`src/rtl/akpc_pkg.sv`:
```
// Shared types and constants of the resistor-ladder keypad decoder.
package akpc_pkg;

  localparam int MAX_KEYS  = 5;
  localparam int KEY_COUNT = 5;
  localparam int SAMPLE_W  = 12;
  localparam int WINDOW_W  = 2 * SAMPLE_W;
  localparam int DEB_W     = 8;
  localparam int COUNT_W   = 16;
  localparam int CFG_IDX_W = 3;
  localparam int CFG_W     = WINDOW_W;
  localparam int IN_DATA_W = 16;
  localparam int IN_USER_W = 1;
  localparam int OUT_DATA_W = 24;

  localparam logic [COUNT_W-1:0] COUNT_MAX = '1;

  localparam logic [CFG_IDX_W-1:0] REG_WINDOW_KEY1 = 3'd0;
  localparam logic [CFG_IDX_W-1:0] REG_WINDOW_KEY2 = 3'd1;
  localparam logic [CFG_IDX_W-1:0] REG_WINDOW_KEY3 = 3'd2;
  localparam logic [CFG_IDX_W-1:0] REG_WINDOW_KEY4 = 3'd3;
  localparam logic [CFG_IDX_W-1:0] REG_WINDOW_KEY5 = 3'd4;
  localparam logic [CFG_IDX_W-1:0] REG_DEBOUNCE    = 3'd5;
  localparam logic [CFG_IDX_W-1:0] REG_LONG_PRESS  = 3'd6;

  localparam logic [WINDOW_W-1:0] WINDOW_RESET [MAX_KEYS] = '{
    {12'd2900, 12'd2500},
    {12'd2300, 12'd1900},
    {12'd1800, 12'd1400},
    {12'd700,  12'd400},
    {12'd1200, 12'd800}
  };
  localparam logic [DEB_W-1:0]   DEBOUNCE_RESET   = 8'd5;
  localparam logic [COUNT_W-1:0] LONG_PRESS_RESET = 16'd100;

  typedef logic [WINDOW_W-1:0] window_arr_t [MAX_KEYS];
  typedef logic [MAX_KEYS-1:0] key_mask_t;

  typedef struct packed {
    logic evt_short;
    logic evt_long;
    logic evt_hold;
  } key_evt_t;

endpackage

```
`src/rtl/akpc_window_cmp.sv`:
```
// Inclusive min/max window compare of the current sample for every key.
module akpc_window_cmp (
  input  logic [akpc_pkg::SAMPLE_W-1:0] sample,
  input  akpc_pkg::window_arr_t         windows,
  output akpc_pkg::key_mask_t           in_window
);
  import akpc_pkg::*;

  always_comb begin
    in_window = '0;
    for (int k = 0; k < KEY_COUNT; k++) begin
      in_window[k] = (sample >= windows[k][SAMPLE_W-1:0]) &&
                     (sample <= windows[k][WINDOW_W-1:SAMPLE_W]);
    end
  end

endmodule

```
`src/rtl/akpc_key_fsm.sv`:
```
// Press state machine of one key: idle, debounce, pressed and long-pressed.
module akpc_key_fsm (
  input  logic                         clk,
  input  logic                         rst,
  input  logic                         step,
  input  logic                         in_window,
  input  logic [akpc_pkg::DEB_W-1:0]   debounce_ticks,
  input  logic [akpc_pkg::COUNT_W-1:0] long_press_ticks,
  output akpc_pkg::key_evt_t           evt
);
  import akpc_pkg::*;

  typedef enum logic [1:0] {
    PH_IDLE,
    PH_DEBOUNCE,
    PH_PRESSED,
    PH_LONG
  } phase_t;

  phase_t             phase, phase_next;
  logic [COUNT_W-1:0] count, count_next, count_inc;

  assign count_inc = (count == COUNT_MAX) ? COUNT_MAX : count + 1'b1;

  always_comb begin
    phase_next = phase;
    count_next = count;
    evt        = '0;
    case (phase)
      PH_IDLE: begin
        if (in_window) begin
          phase_next = PH_DEBOUNCE;
          count_next = '0;
        end
      end
      PH_DEBOUNCE: begin
        if (in_window) begin
          count_next = count_inc;
          if (count_inc >= {{(COUNT_W-DEB_W){1'b0}}, debounce_ticks}) begin
            phase_next = PH_PRESSED;
          end
        end else begin
          phase_next = PH_IDLE;
        end
      end
      PH_PRESSED: begin
        if (in_window) begin
          count_next = count_inc;
          if (count_inc >= long_press_ticks) begin
            phase_next = PH_LONG;
          end
        end else begin
          evt.evt_short = 1'b1;
          phase_next    = PH_IDLE;
        end
      end
      default: begin
        evt.evt_hold = 1'b1;
        if (!in_window) begin
          evt.evt_long = 1'b1;
          phase_next   = PH_IDLE;
        end
      end
    endcase
  end

  always_ff @(posedge clk) begin
    if (rst) begin
      phase <= PH_IDLE;
      count <= '0;
    end else if (step) begin
      phase <= phase_next;
      count <= count_next;
    end
  end

endmodule

```
`src/rtl/adc_ladder_key_press_classifier.sv`:
```
// Top level of the resistor-ladder keypad decoder.
//
// Channel  Direction  Contents
// s_*      in         tuser: sample_valid; tdata: sample_value [11:0], zero pad
// m_*      out        tdata: in_window, short, long, hold masks, 5 bits each
// cfg_*    in         register index and write data, one write per cycle
//
// One poll tick is accepted per clock while s_tready is high; its result is
// registered in the output register, or in the skid register while stalled.
// The key machines and held sample update at the accept. The skid register
// keeps s_tready independent of m_tready; s_tready drops only while it is
// full. Reset is synchronous and restores the default windows and thresholds.
module adc_ladder_key_press_classifier (
  input  logic                            clk,
  input  logic                            rst,
  input  logic                            s_tvalid,
  output logic                            s_tready,
  input  logic [akpc_pkg::IN_DATA_W-1:0]  s_tdata,  // sample_value [11:0]
  input  logic [akpc_pkg::IN_USER_W-1:0]  s_tuser,  // sample_valid [0]
  output logic                            m_tvalid,
  input  logic                            m_tready,
  // in_window_mask, short_event_mask, long_event_mask, hold_event_mask
  output logic [akpc_pkg::OUT_DATA_W-1:0] m_tdata,
  input  logic                            cfg_we,
  input  logic [akpc_pkg::CFG_IDX_W-1:0]  cfg_index,
  input  logic [akpc_pkg::CFG_W-1:0]      cfg_data
);
  import akpc_pkg::*;

  window_arr_t         windows;
  logic [DEB_W-1:0]    debounce_ticks;
  logic [COUNT_W-1:0]  long_press_ticks;
  logic [SAMPLE_W-1:0] held_sample, sample_cur;
  key_mask_t           in_window, short_mask, long_mask, hold_mask;
  key_evt_t            key_evt [KEY_COUNT];
  logic [OUT_DATA_W-1:0] result, skid_data;
  logic                skid_valid;
  logic                accept;

  assign accept     = s_tvalid && s_tready;
  assign s_tready   = !skid_valid;
  assign sample_cur = s_tuser[0] ? s_tdata[SAMPLE_W-1:0] : held_sample;

  always_ff @(posedge clk) begin
    if (rst) begin
      for (int k = 0; k < MAX_KEYS; k++) begin
        windows[k] <= WINDOW_RESET[k];
      end
      debounce_ticks   <= DEBOUNCE_RESET;
      long_press_ticks <= LONG_PRESS_RESET;
    end else if (cfg_we) begin
      case (cfg_index)
        REG_WINDOW_KEY1: windows[0] <= cfg_data;
        REG_WINDOW_KEY2: windows[1] <= cfg_data;
        REG_WINDOW_KEY3: windows[2] <= cfg_data;
        REG_WINDOW_KEY4: windows[3] <= cfg_data;
        REG_WINDOW_KEY5: windows[4] <= cfg_data;
        REG_DEBOUNCE:    debounce_ticks <= cfg_data[DEB_W-1:0];
        REG_LONG_PRESS:  long_press_ticks <= cfg_data[COUNT_W-1:0];
        default: ;
      endcase
    end
  end

  always_ff @(posedge clk) begin
    if (rst) begin
      held_sample <= '0;
    end else if (accept) begin
      held_sample <= sample_cur;
    end
  end

  akpc_window_cmp u_cmp (
    .sample    (sample_cur),
    .windows   (windows),
    .in_window (in_window)
  );

  for (genvar k = 0; k < KEY_COUNT; k++) begin : g_key
    akpc_key_fsm u_fsm (
      .clk              (clk),
      .rst              (rst),
      .step             (accept),
      .in_window        (in_window[k]),
      .debounce_ticks   (debounce_ticks),
      .long_press_ticks (long_press_ticks),
      .evt              (key_evt[k])
    );
  end

  always_comb begin
    short_mask = '0;
    long_mask  = '0;
    hold_mask  = '0;
    for (int k = 0; k < KEY_COUNT; k++) begin
      short_mask[k] = key_evt[k].evt_short;
      long_mask[k]  = key_evt[k].evt_long;
      hold_mask[k]  = key_evt[k].evt_hold;
    end
  end

  assign result = {{(OUT_DATA_W - 4*MAX_KEYS){1'b0}},
                   hold_mask, long_mask, short_mask, in_window};

  always_ff @(posedge clk) begin
    if (rst) begin
      m_tvalid   <= 1'b0;
      skid_valid <= 1'b0;
    end else if (m_tready || !m_tvalid) begin
      if (skid_valid) begin
        m_tvalid   <= 1'b1;
        skid_valid <= 1'b0;
      end else begin
        m_tvalid <= accept;
      end
    end else if (accept) begin
      skid_valid <= 1'b1;
    end
  end

  always_ff @(posedge clk) begin
    if (m_tready || !m_tvalid) begin
      if (skid_valid) begin
        m_tdata <= skid_data;
      end else if (accept) begin
        m_tdata <= result;
      end
    end else if (accept) begin
      skid_data <= result;
    end
  end

endmodule
```
`config.mk`:
```
export PLATFORM = sky130hd
export DESIGN_NAME = adc_ladder_key_press_classifier
export DESIGN_NICKNAME = d
export VERILOG_FILES = /design/src/rtl/akpc_pkg.sv /design/src/rtl/akpc_window_cmp.sv /design/src/rtl/akpc_key_fsm.sv /design/src/rtl/adc_ladder_key_press_classifier.sv
export SDC_FILE = /design/constraint.sdc
export NUM_CORES = 1
export LEC_CHECK = 0
export BUFFER_PORTS_ARGS = -buffer_cell sky130_fd_sc_hd__buf_2
export CORE_MARGIN = 2
export CORE_UTILIZATION = 55
export DETAILED_ROUTE_END_ITERATION = 12
export PLACE_DENSITY = 0.72
export RECOVER_POWER = 25
export SLEW_MARGIN = 20
export SYNTH_ARGS = -nofsm -noshare
export SYNTH_HDL_FRONTEND = slang
export SYNTH_SLANG_ARGS = --single-unit
```
`constraint.sdc`:
```
create_clock -name clk -period 4.2 [get_ports clk]
set_input_delay 1.26 -clock clk [delete_from_list [all_inputs] [get_ports clk]]
set_output_delay 1.26 -clock clk [all_outputs]
set_load 0.005 [all_outputs]
```
==> After elaboration in Yosys (flattened, before gate mapping) <==
Cells that the tools add are included.
{ "op_classes": {"n_addsub": 5, "multipliers": 0, "div": 0, "order_cmp": 20, "n_eq_ne": 46, "shift": 0, "n_mux": 74, "bitwise_logic": 1, "reduce_logical": 51} }
{ "op_table": {"columns": ["cell", "count"], "rows": [
  ["16-bit two-way mux", 15],
  ["16-bit one-hot mux with 2 select lines", 5],
  ["16-bit by 1-bit adder with 16-bit output (second input constant)", 5],
  ["16-bit equality test (second input constant)", 5],
  ["16-bit >= comparator", 5],
  ["16-bit by 8-bit >= comparator with 1-bit output", 5],
  ["2-bit two-way mux", 35],
  ["12-bit >= comparator", 5],
  ["12-bit <= comparator", 5],
  ["20-bit two-way mux", 2],
  ["3-bit inequality test (second input constant)", 10],
  ["2-bit one-hot mux with 3 select lines", 5],
  ["5-bit AND reduction", 5],
  ["2-bit by 1-bit inequality test with 1-bit output (second input constant)", 10],
  ["4-bit inequality test (second input constant)", 5],
  ["4-bit AND reduction", 5],
  ["2-bit AND reduction", 9],
  ["3-bit OR reduction", 5],
  ["12-bit two-way mux", 1],
  ["2-bit nonzero test", 6],
  ["2-bit OR reduction", 6],
  ["1-bit two-way mux", 11],
  ["2-bit by 1-bit equality test with 1-bit output (second input constant)", 5],
  ["2-bit equality test (second input constant)", 5],
  ["other kinds (9)", 22]
]} }
{ "word_totals": {"ff_bits": 288, "latch_bits": 0, "ramBits": 0, "mem_bits_ro": 0, "out_inout_bits": 26, "wordCells": 219, "n_memories": 0} }

==> Logic depth before layout (Yosys ltp) <==
Gate-level depths: netlist of the first run.
{ "depth": {"ltp_word": 7, "mapped_depth": 16, "ltp_nobuf": 15} }

==> Cells and area by module <==
Synthesis of the first run repeated with hierarchy kept, for this count alone.
{ "unflattened": {"hier_cells": 2350, "hier_area_um2": 19346.1} }
{ "by_module_without_submodules": {"columns": ["mod", "instances", "cells_each", "area_each_um2", "seq_area_each_um2"], "rows": [
  ["akpc_key_fsm", 5, 239, 1845.5, 360.3],
  ["adc_ladder_key_press_classifier", 1, 749, 7166.9, 4364.2],
  ["akpc_window_cmp", 1, 406, 2951.6, 0.0]
]} }

==> Worst setup path after synthesis of the first run <==
Ideal clock, no wire load.
{ "synth_timing": {"kind": "in2reg", "from": "in s_tuser", "to": "reg g_key[2].u_fsm.phase[0]", "t_arrival_ns": 4.440, "required_time_ns": 4.128, "setup_slack_ns": -0.312, "path_stages": 11, "n_path_buf": 2, "cell_sequence": "buf_1 mux2i_1 ha_1 nand2b_1 a2111oi_0 nor4_1 or4_1 and2_1 clkbuf_1 o32ai_2 mux2i_1"} }
{ "synth_via": {"elab_chain_len": 5, "word_cells_on_any_way": 12, "cone_classes": "order compare (2); eq/ne (4); mux (4); reduce/logical (2)"} }
{ "synth_lines": {"columns": ["item", "line_no", "text"], "rows": [
  ["from (decl)", "adc_ladder_key_press_classifier.sv:19", "input logic [akpc_pkg::IN_USER_W-1:0] s_tuser,"],
  ["12-bit two-way mux *", "adc_ladder_key_press_classifier.sv:42", "assign sample_cur = s_tuser[0] ? s_tdata[SAMPLE_W-1:0] : held_sample;"],
  ["12-bit >= comparator / 12-bit <= comparator (equally long branches)", "akpc_window_cmp.sv:12, akpc_window_cmp.sv:13", null],
  ["1-bit logical AND *", "akpc_window_cmp.sv:12", "in_window[k] = (sample >= windows[k][SAMPLE_W-1:0]) &&"],
  ["named net g_key[2].u_fsm.in_window", "akpc_key_fsm.sv:6", "input logic in_window,"],
  ["4-bit inequality test (no source line), or another cell as far along", null, null],
  ["5-bit AND reduction (no source line) / 2-bit one-hot mux with 3 select lines (equally long branches)", null, null],
  ["to (signal assigned)", "akpc_key_fsm.sv:72", "phase <= phase_next;"],
  ["to (decl)", "akpc_key_fsm.sv:20", "phase_t phase, phase_next;"]
]} }
Mark *: on every way through the listed nets, which the timed path passes. The rest lies on a longest branch.
A chain may end at the register's enable or synchronous reset.

==> Worst setup path after layout of the first run <==
{ "layout_timing": {"from": "in s_tuser", "to": "reg g_key[4].u_fsm.phase[0]"} }
{ "layout_via": {"elab_chain_len": 5, "word_cells_on_any_way": 12, "cone_classes": "order compare (2); eq/ne (4); mux (4); reduce/logical (2)"} }
{ "layout_lines": {"columns": ["item", "line_no", "text"], "rows": [
  ["12-bit two-way mux *", "adc_ladder_key_press_classifier.sv:42", null],
  ["named net sample_cur[7]", "adc_ladder_key_press_classifier.sv:33", "logic [SAMPLE_W-1:0] held_sample, sample_cur;"],
  ["12-bit >= comparator / 12-bit <= comparator (equally long branches)", "akpc_window_cmp.sv:12, akpc_window_cmp.sv:13", null],
  ["1-bit logical AND *", "akpc_window_cmp.sv:12", null],
  ["4-bit inequality test (no source line), or another cell as far along", null, null],
  ["5-bit AND reduction (no source line) / 2-bit one-hot mux with 3 select lines (equally long branches)", null, null],
  ["to (signal assigned)", "akpc_key_fsm.sv:72", null],
  ["to (decl)", "akpc_key_fsm.sv:20", null]
]} }
Marked as above.

==> results.md, run 1 <==
- Buffers inserted during clock tree synthesis total 35.
- The initial antenna violation count is 0.
- The filler cell count is 2,860.
- After synthesis, the cell types taking the most area are sky130_fd_sc_hd__dfxtp_1 (27%), sky130_fd_sc_hd__ha_1 (18%), sky130_fd_sc_hd__nand2_1 (7.4%), sky130_fd_sc_hd__edfxtp_1 (6.5%), sky130_fd_sc_hd__a21oi_1 (6.2%).
- Summing all multi-input logic gate instances after layout gives 11,410 sq um.
- The placement-stage worst setup slack is -0.3481 ns.
- The total power divided by cell area is 341.1 nW/um^2.
- Summing the sequential cell areas from Yosys gives 33.23% of the chip area.
- The buffer and inverter count on the worst path is 5.
- The worst min-delay path class is flip-flop to flip-flop.
- The first detailed-routing pass took 5 iterations.
- The register cell area after layout is 6166 sq um.
- Buffers added to address setup during post-CTS repair amount to 0.
- Data on the critical path arrives at its endpoint at 4.49 ns.
- For this configuration, the core starts out at a cell density of 55.61%.
- The endpoint class of the critical path is a flip-flop.
- The first routing iteration left 1,086 violations.
- The overall via count from detail_route is 16.61k.
- Among all stages on the critical path, the largest delay is contributed by sky130_fd_sc_hd__mux2_2.
- The number of input and output port buffers inserted is 66.
- The repair_antennas step left the layout with diodes totalling 0.
- For this run, design rule violations remaining after detail routing come to 0.
- The flip-flop cell with the highest count after synthesis is sky130_fd_sc_hd__dfxtp_1.
- The count of unique library cells instantiated by Yosys is 77.
- The largest stage delay on the critical path is 0.51 ns.
- The remaining global-route overflow is 0.
- The final critical-path setup slack is 0.1628 ns.
- The quantity of hold-fixing buffers added after cts is 0.
- TritonCTS built the clock tree.
- The per-cell via count in the routed design is 5.911.
- Setup repair after global routing left no endpoint under its margin.
- The floorplan die width is 187.7 microns.
- Entering global routing, the biggest net connects 135 pins.
- The checks that failed: max-capacitance violations, max-slew violations.
- The post-synthesis to final-layout area growth is 13.68%.
- Traced cell by cell, the critical path runs through buf_2 -> buf_4 -> mux2_2 -> ha_1 -> nand4_1 -> a211oi_1 -> a2111oi_0 -> buf_4 -> o22a_1 -> buf_12 -> buf_4 -> or3_1 -> a2111o_1 -> o31ai_2.
- The biggest fanout along the worst timing path is 11.
- The cell taking the most area after synthesis is sky130_fd_sc_hd__dfxtp_1.
- The library cell used most frequently in the layout, excluding fill and tap cells, is sky130_fd_sc_hd__nand2_1.
- The cell total after placement is 2,747.
- The clock transition time at the flip-flop clock pins of the worst setup and hold paths is 0.06 ns.
- The post-cts sizing count is 0.
- The final critical-path share of the clock period is 96.12%.
- Synthesis inferred 288 register bits.
- The top cell types in the final layout, fill and taps aside, are sky130_fd_sc_hd__nand2_1 (367), sky130_fd_sc_hd__ha_1 (265), sky130_fd_sc_hd__dfxtp_1 (248), sky130_fd_sc_hd__a21oi_1 (229), sky130_fd_sc_hd__inv_1 (160).
- After layout, the design draws a total of 7.196 mW.
- A synthesized cell averages 8.247 sq um.
- The tree is rooted in a sky130_fd_sc_hd__clkbuf_16.
- The H-tree depth is 2.
- The routed wirelength normalized by instance count is 18.23 microns.
- The required time of the worst setup path is 4.66 ns.
- The worst setup path is of the input port to flip-flop kind.
- The aggregate global-route resource usage is 28.87%.
- The global placer's final weighted congestion is 0.9043.
- The headroom to the max-slew limit is -7.805%.
- The Yosys warning count is 0.
- The via count of the first global-routing pass is 16.29k.
- The post-route netlist has 11.43% of its cells at a drive strength greater than 1.
- The critical path's top delay family is compound AO/OA/AOI/OAI gates.
- The area of the mapped netlist is 18,560 sq um.
- The floorplan die height is 187.7 microns.
- The die covers 35,220 sq um.
- The number of cell rows is 67.
- The TritonCTS sink count is 288.
- In this run the static leakage power is 9.113 nW.
- The clock latency at the later pin of the worst-skew pair is 0.55 ns.
- The kind of start point of the critical path is an input port.
- The finished layout holds 2,810 standard cells, fillers aside.
- The buffer levels on the longest clock path is 3.
- The flow ran to the end, but the final reports show violations.
- The fraction of registers with async set or reset after synthesis is 0%.
- The residual antenna-violating net count after detailed routing is 0.
- Once detailed placement completed, the half-perimeter wirelength came to 36,310 microns.
- The count of final max-slew check failures is 73.
- Between clock sinks in the finished design, the worst skew comes to 0.02013 ns.
- The post-synthesis instance total is 2,250.
- The wire length of the first global-routing pass is 82,390 microns.
- For this run, the post-layout net count is 2,650.
- The placeable core region is 33,360 sq um.
- The share of the synthesized area in the top cell type is 26.76%.
- The highest ir drop seen on vdd is 0.3155 mV.
- Wires add up to 51,240 microns.
- For this run, the top clock speed supported by timing is 247.7 MHz.
- The routed design could run at a clock period as short as 4.037 ns.
- The hold violation total from the final report was 0.
- In this design, the critical path's most frequently occurring cell is sky130_fd_sc_hd__buf_4.
- The count of maximum capacitance violations is 2.
- The total of endpoints with negative setup slack in the final report is 0.
- The top-level port count is 75.
- At the pin with the least slew margin, the transition time is 1.617 ns.
- The number of synthesized flops with an enable pin is 40.
- The setup TNS after final layout is 0 ns.
worst register-to-register path, delay by kind of cell (launching register included):
family / cells / cell delay, ns
simple gates: 8 / 2.08
compound gates: 5 / 0.79
flops: 1 / 0.44
fa+ha+maj: 2 / 0.43
worst paths after layout:
check / start / endpoint / slack, ns / depth (start not counted)
min: windows[118] / windows[118] / 0.45 / 2
max: s_tuser / g_key[4].u_fsm.phase[0] / 0.16 / 14
max reg2reg: g_key[4].u_fsm.count[0] / g_key[4].u_fsm.phase[1] / 0.38 / 15
min reg2reg: windows[118] / windows[118] / 0.45 / 2
sequential cells by signal (all words and copies together) (netlist names):
name and count:
skid_data 20, m_tdata 20, g_key.u_fsm.count 80, held_sample 12, debounce_ticks 8, g_key.u_fsm.phase 10
windows 120, m_tvalid 1, skid_valid 1, long_press_ticks 16
cell families (layout without fill, tap and decap cells):
| group | count (synthesis) | after routing | synth area share, % |
|---|---|---|---|
| simple gates | 839 | 839 | 21.83 |
| flops | 288 | 288 | 33.23 |
| mux | 52 | 52 | 3.075 |
| fa+ha+maj | 265 | 265 | 17.87 |
| compound gates | 495 | 495 | 16.43 |
| buf+inv | 267 | 376 | 5.516 |
| other cells | 1 | 4 | 0.02021 |
| xor+xnor | 43 | 43 | 2.030 |
Yosys cell counts, types with 4 or more instances:
master / count
sky130_fd_sc_hd__a2111oi_0: 6
sky130_fd_sc_hd__a211oi_1: 15
sky130_fd_sc_hd__a21o_1: 44
sky130_fd_sc_hd__a21oi_1: 229
sky130_fd_sc_hd__a31oi_1: 7
sky130_fd_sc_hd__and2_1: 15
sky130_fd_sc_hd__and3_1: 14
sky130_fd_sc_hd__and4_1: 11
sky130_fd_sc_hd__and4b_1: 4
sky130_fd_sc_hd__buf_1: 15
sky130_fd_sc_hd__buf_2: 5
sky130_fd_sc_hd__buf_4: 4
sky130_fd_sc_hd__clkbuf_1: 81
sky130_fd_sc_hd__dfxtp_1: 248
sky130_fd_sc_hd__edfxtp_1: 40
sky130_fd_sc_hd__ha_1: 265
sky130_fd_sc_hd__inv_1: 159
sky130_fd_sc_hd__mux2_2: 35
sky130_fd_sc_hd__mux2i_1: 15
sky130_fd_sc_hd__nand2_1: 367
sky130_fd_sc_hd__nand2b_1: 49
sky130_fd_sc_hd__nand3_1: 91
sky130_fd_sc_hd__nand4_1: 80
sky130_fd_sc_hd__nor2_1: 96
sky130_fd_sc_hd__nor2b_1: 29
sky130_fd_sc_hd__nor3_1: 38
sky130_fd_sc_hd__nor4_1: 9
sky130_fd_sc_hd__o211ai_1: 69
sky130_fd_sc_hd__o21a_1: 11
sky130_fd_sc_hd__o21ai_0: 71
sky130_fd_sc_hd__o311ai_0: 4
sky130_fd_sc_hd__or2_2: 6
sky130_fd_sc_hd__or3_1: 5
sky130_fd_sc_hd__or4_1: 5
sky130_fd_sc_hd__xnor2_1: 23
sky130_fd_sc_hd__xor2_1: 20
routing by layer:
| metal | wire [microns] | GRT usage [%] | vias to the layer above |
|---|---|---|---|
| met5 | 0 | 0 | - |
| met4 | 2059 | 12.05 | 0 |
| met3 | 3296 | 4.941 | 126 |
| met2 | 23620 | 47.78 | 518 |
| met1 | 22270 | 37.29 | 7830 |
| li1 | - | - | 8137 |
report_power, final:
part	total [mW]	switching (mW)	internal, mW
Combinational	1.13	0.679	0.448
Sequential	2.91	0.0362	2.87
Clock	3.16	1.24	1.92
cell type report:
type | count | area share [%]
clock buffers | 49 | 4.733
clock inverters | 14 | 0.9253
inverters | 162 | 2.883
multi-input cells | 1698 | 54.09
flip-flops and latches | 288 | 29.23
well taps | 448 | 2.657
repair buffers | 151 | 5.481
per-stage QoR:
step                util [%]  hold slack [ns]  cell area, sq um
floorplan                  -           0.4363             18580
global placement       59.67           0.4410             19910
detailed placement     59.67           0.4467             19910
CTS                    63.25           0.4545             21100
global route           63.22           0.4672             21090
finish                 63.22           0.4533             21090
Power figures use the tool's default switching activity.
==> run 2: changes to the inputs <==
Settings changed: CTS_BUF_LIST set to sky130_fd_sc_hd__clkbuf_8.
==> run 2 against run 1 <==
  * The flow still finishes with violations (max-capacitance violations, max-slew violations)
  * Critical path depth shrank 1
  * Clock skew grew 0.011 ns
  * Die area is the same
  * Utilization shrank 0.75 points
  * Routed wire length shrank 0.72%
  * Sequential power is essentially flat
  * Flip-flop and latch count is the same
  * Hold slack gained 0.00068 ns
  * Combinational power is essentially flat
  * Critical endpoint is now g_key[1].u_fsm.count[6]
==> results.md, run 2 (synthesis results as in run 1) <==
- Result of the run: finished, violations left (unchanged).
- Violated checks: max-capacitance violations, max-slew violations (unchanged).
- The total power divided by cell area is 312.6 nW/um^2 (was 341.1 nW/um^2).
- The remaining design rule violation count was 0 (unchanged).
- The arrival time of data at the critical path endpoint is 4.44 ns (was 4.49 ns).
- The final critical-path setup slack is 0.1929 ns (was 0.1628 ns).
- Top library cells by usage in the layout, fill and taps aside: sky130_fd_sc_hd__nand2_1 (367), sky130_fd_sc_hd__ha_1 (265), sky130_fd_sc_hd__dfxtp_1 (248), sky130_fd_sc_hd__a21oi_1 (229), sky130_fd_sc_hd__inv_1 (180) (was sky130_fd_sc_hd__nand2_1 (367), sky130_fd_sc_hd__ha_1 (265), sky130_fd_sc_hd__dfxtp_1 (248), sky130_fd_sc_hd__a21oi_1 (229), sky130_fd_sc_hd__inv_1 (160)).
- The total die area is 35,220 sq um (unchanged).
- The final worst clock skew came to 0.03114 ns (was 0.02013 ns).
- Top flop regs: windows: 120 flops, g_key.u_fsm.count: 80 flops (unchanged).
- The wire length of the first global-routing pass is 81,560 microns (was 82,390 microns).
- The cell total after placement is 2,747 (unchanged).
- The overall power of the completed layout was 6.515 mW (was 7.196 mW).
- The headroom to the max-slew limit came to -13.60% (was -7.805%).
- Setup repair after global routing missed its margin: no (unchanged).
- The initial antenna violation count is 0 (unchanged).
- The highest ir drop seen on vdd is 0.2717 mV (was 0.3155 mV).
- The slack of the worst reg-to-reg path is 0.32 ns (was 0.38 ns).
- The number of cell rows is 67 (unchanged).
- The terminus of the critical flop-to-flop path is g_key[4].u_fsm.phase[1] (unchanged).
- The global placer's final weighted congestion is 0.9043 (unchanged).
- The origin of the worst setup path is s_tuser (unchanged).
- The number of detailed-route iterations in the first pass is 6 (was 5).
- The placement-stage worst setup slack is -0.3481 ns (unchanged).
- The remaining global-route overflow is 0 (unchanged).
- The final critical-path share of the clock period was 95.41% (was 96.12%).
- The aggregate global-route resource usage was 28.57% (was 28.87%).
- The worst min-delay path class is flip-flop to flip-flop (unchanged).
- The via count of the first global-routing pass came to 16.03k (was 16.29k).
- The placeable core region is 33,360 sq um (unchanged).
- The time the final worst path needs with I/O delays and setup is 4.007 ns (was 4.037 ns).
- The post-synthesis to final-layout area growth came to 12.33% (was 13.68%).
- The capture point of the critical path is g_key[1].u_fsm.count[6] (was g_key[4].u_fsm.phase[0]).
- The TritonCTS clock tree was built (unchanged).
- The count of final max-slew check failures is 135 (was 73).
- The number of cells on the worst reg-to-reg path is 15 (unchanged).
- The required time of the worst setup path is 4.63 ns (was 4.66 ns).
- The kind of start point of the critical path was an input port (unchanged).
- The floorplan die width is 187.7 microns (unchanged).
- The number of clock buffers inserted by TritonCTS was 50 (was 35).
- The worst flop-to-flop path startpoint is g_key[4].u_fsm.count[0] (unchanged).
- The hold violation total from the final report is 0 (unchanged).
- The layout cell share with drive strength beyond 1 is 11.90% (was 11.43%).
- The floorplan die height came to 187.7 microns (unchanged).
- The peak clock frequency supported by timing was 249.6 MHz (was 247.7 MHz).
- The setup TNS after final layout is 0 ns (unchanged).
- The wire length after detailed routing was 50,870 microns (was 51,240 microns).
- The leakage power was 9.095 nW (was 9.113 nW).
- The leading cell type in the layout, fill and taps excluded is sky130_fd_sc_hd__nand2_1 (unchanged).
- The actual transition at the worst max-transition pin was 1.704 ns (was 1.617 ns).
- The starting DRC count in detailed routing is 1,004 (was 1,086).
- The type of the setup path with the least slack is input port to flip-flop (unchanged).
- The top-level port count came to 75 (unchanged).
- The pin count of the biggest net entering global routing came to 135 (unchanged).
- The post-CTS setup-driven buffer insertion count came to 0 (unchanged).
- The quantity of hold-fixing buffers added after cts is 0 (unchanged).
- The TritonCTS sink count is 288 (unchanged).
- The total number of nets in the final design is 2,665 (was 2,650).
- The overall via count from detail_route is 16.62k (was 16.61k).
- The per-cell via count in the routed design is 5.863 (was 5.911).
- The number of flip-flops in the largest register is 120 (unchanged).
- The clock tree root buffer cell is sky130_fd_sc_hd__clkbuf_8 (was sky130_fd_sc_hd__clkbuf_16).
- The post-cts sizing count is 0 (unchanged).
- The clock transition time at the flip-flop clock pins of the worst setup and hold paths was 0.06 ns (about the same).
- The clock latency at the later pin of the worst-skew pair is 0.65 ns (was 0.55 ns).
- The filler cell count was 2,931 (was 2,860).
- The post-DP HPWL was 36,310 microns (unchanged).
- The endpoint class of the critical path is a flip-flop (unchanged).
- The buffer levels on the longest clock path is 3 (unchanged).
- The residual antenna-violating net count after detailed routing is 0 (unchanged).
- The number of input and output port buffers inserted is 66 (unchanged).
- The antenna diode instance count is 0 (unchanged).
- The biggest fanout along the worst timing path is 11 (unchanged).
- The starting density of the core came to 55.61% (unchanged).
- The routed wirelength normalized by instance count came to 17.94 microns (was 18.23 microns).
- The filler-free cell count of the finished design is 2,835 (was 2,810).
- The H-tree depth is 2 (unchanged).
- The register with the most flip-flops is windows (unchanged).
- The count of maximum capacitance violations came to 2 (unchanged).
- The total of endpoints with negative setup slack in the final report is 0 (unchanged).
## run 2: layout make-up
cell class              count  area, sq um  share of cell area, %
multi-input cells        1698        11410                  54.75
flip-flops and latches    288         6166                  29.58
repair buffers            151         1150                  5.517
clock buffers              59        812.0                  3.896
inverters                 162        608.1                  2.918
well taps                 448        560.5                  2.689
clock inverters            29        133.9                 0.6423
## run 2: per-layer routing
metal / up-vias / part of all wire (%) / global-route usage (%)
li1: 8174 / - / -
met1: 7816 / 44 / 37.57
met2: 521 / 46 / 46.60
met3: 111 / 6.4 / 4.847
met4: 0 / 3.8 / 11.75
met5: - / 0 / 0
## run 2: through the flow
stage / area [sq um] / utilization [%] / hold WS, ns
CTS: 20860 / 62.51 / 0.4548
global route: 20840 / 62.47 / 0.4673
detailed placement: 19910 / 59.67 / 0.4467
global placement: 19910 / 59.67 / 0.4410
floorplan: 18580 / - / 0.4363
finish: 20840 / 62.47 / 0.4540
## run 2: how the worst min path moves through the flow
stage                                endpoint                 from  cells past startpoint  slack (ns)
after floorplan             debounce_ticks[1]    debounce_ticks[1]                      2        0.44
after CTS                         windows[49]          windows[49]                      2        0.45
after global routing        debounce_ticks[7]    debounce_ticks[7]                      2        0.47
after global placement    long_press_ticks[7]  long_press_ticks[7]                      2        0.44
final                             windows[97]          windows[97]                      2        0.45
after detailed placement          windows[49]          windows[49]                      2        0.45
## run 2: where the power goes
part / leakage (nW) / switching [mW] / internal (mW) / total (mW)
logic: 6.13 / 0.678 / 0.447 / 1.13
registers: 2.40 / 0.0358 / 2.87 / 2.91
clock network: 0.566 / 1.21 / 1.28 / 2.48
## run 2: worst max-delay path, cell delays in order
cell	delay, ns
sky130_fd_sc_hd__buf_2	0.19
sky130_fd_sc_hd__mux2_2	0.54
sky130_fd_sc_hd__ha_1	0.38
sky130_fd_sc_hd__a21o_1	0.18
sky130_fd_sc_hd__a21o_1	0.17
sky130_fd_sc_hd__a2111oi_0	0.48
sky130_fd_sc_hd__o31a_1	0.24
sky130_fd_sc_hd__o21bai_1	0.18
sky130_fd_sc_hd__and2_1	0.31
sky130_fd_sc_hd__buf_12	0.20
sky130_fd_sc_hd__buf_4	0.15
sky130_fd_sc_hd__nand4_1	0.09
sky130_fd_sc_hd__a21oi_1	0.07
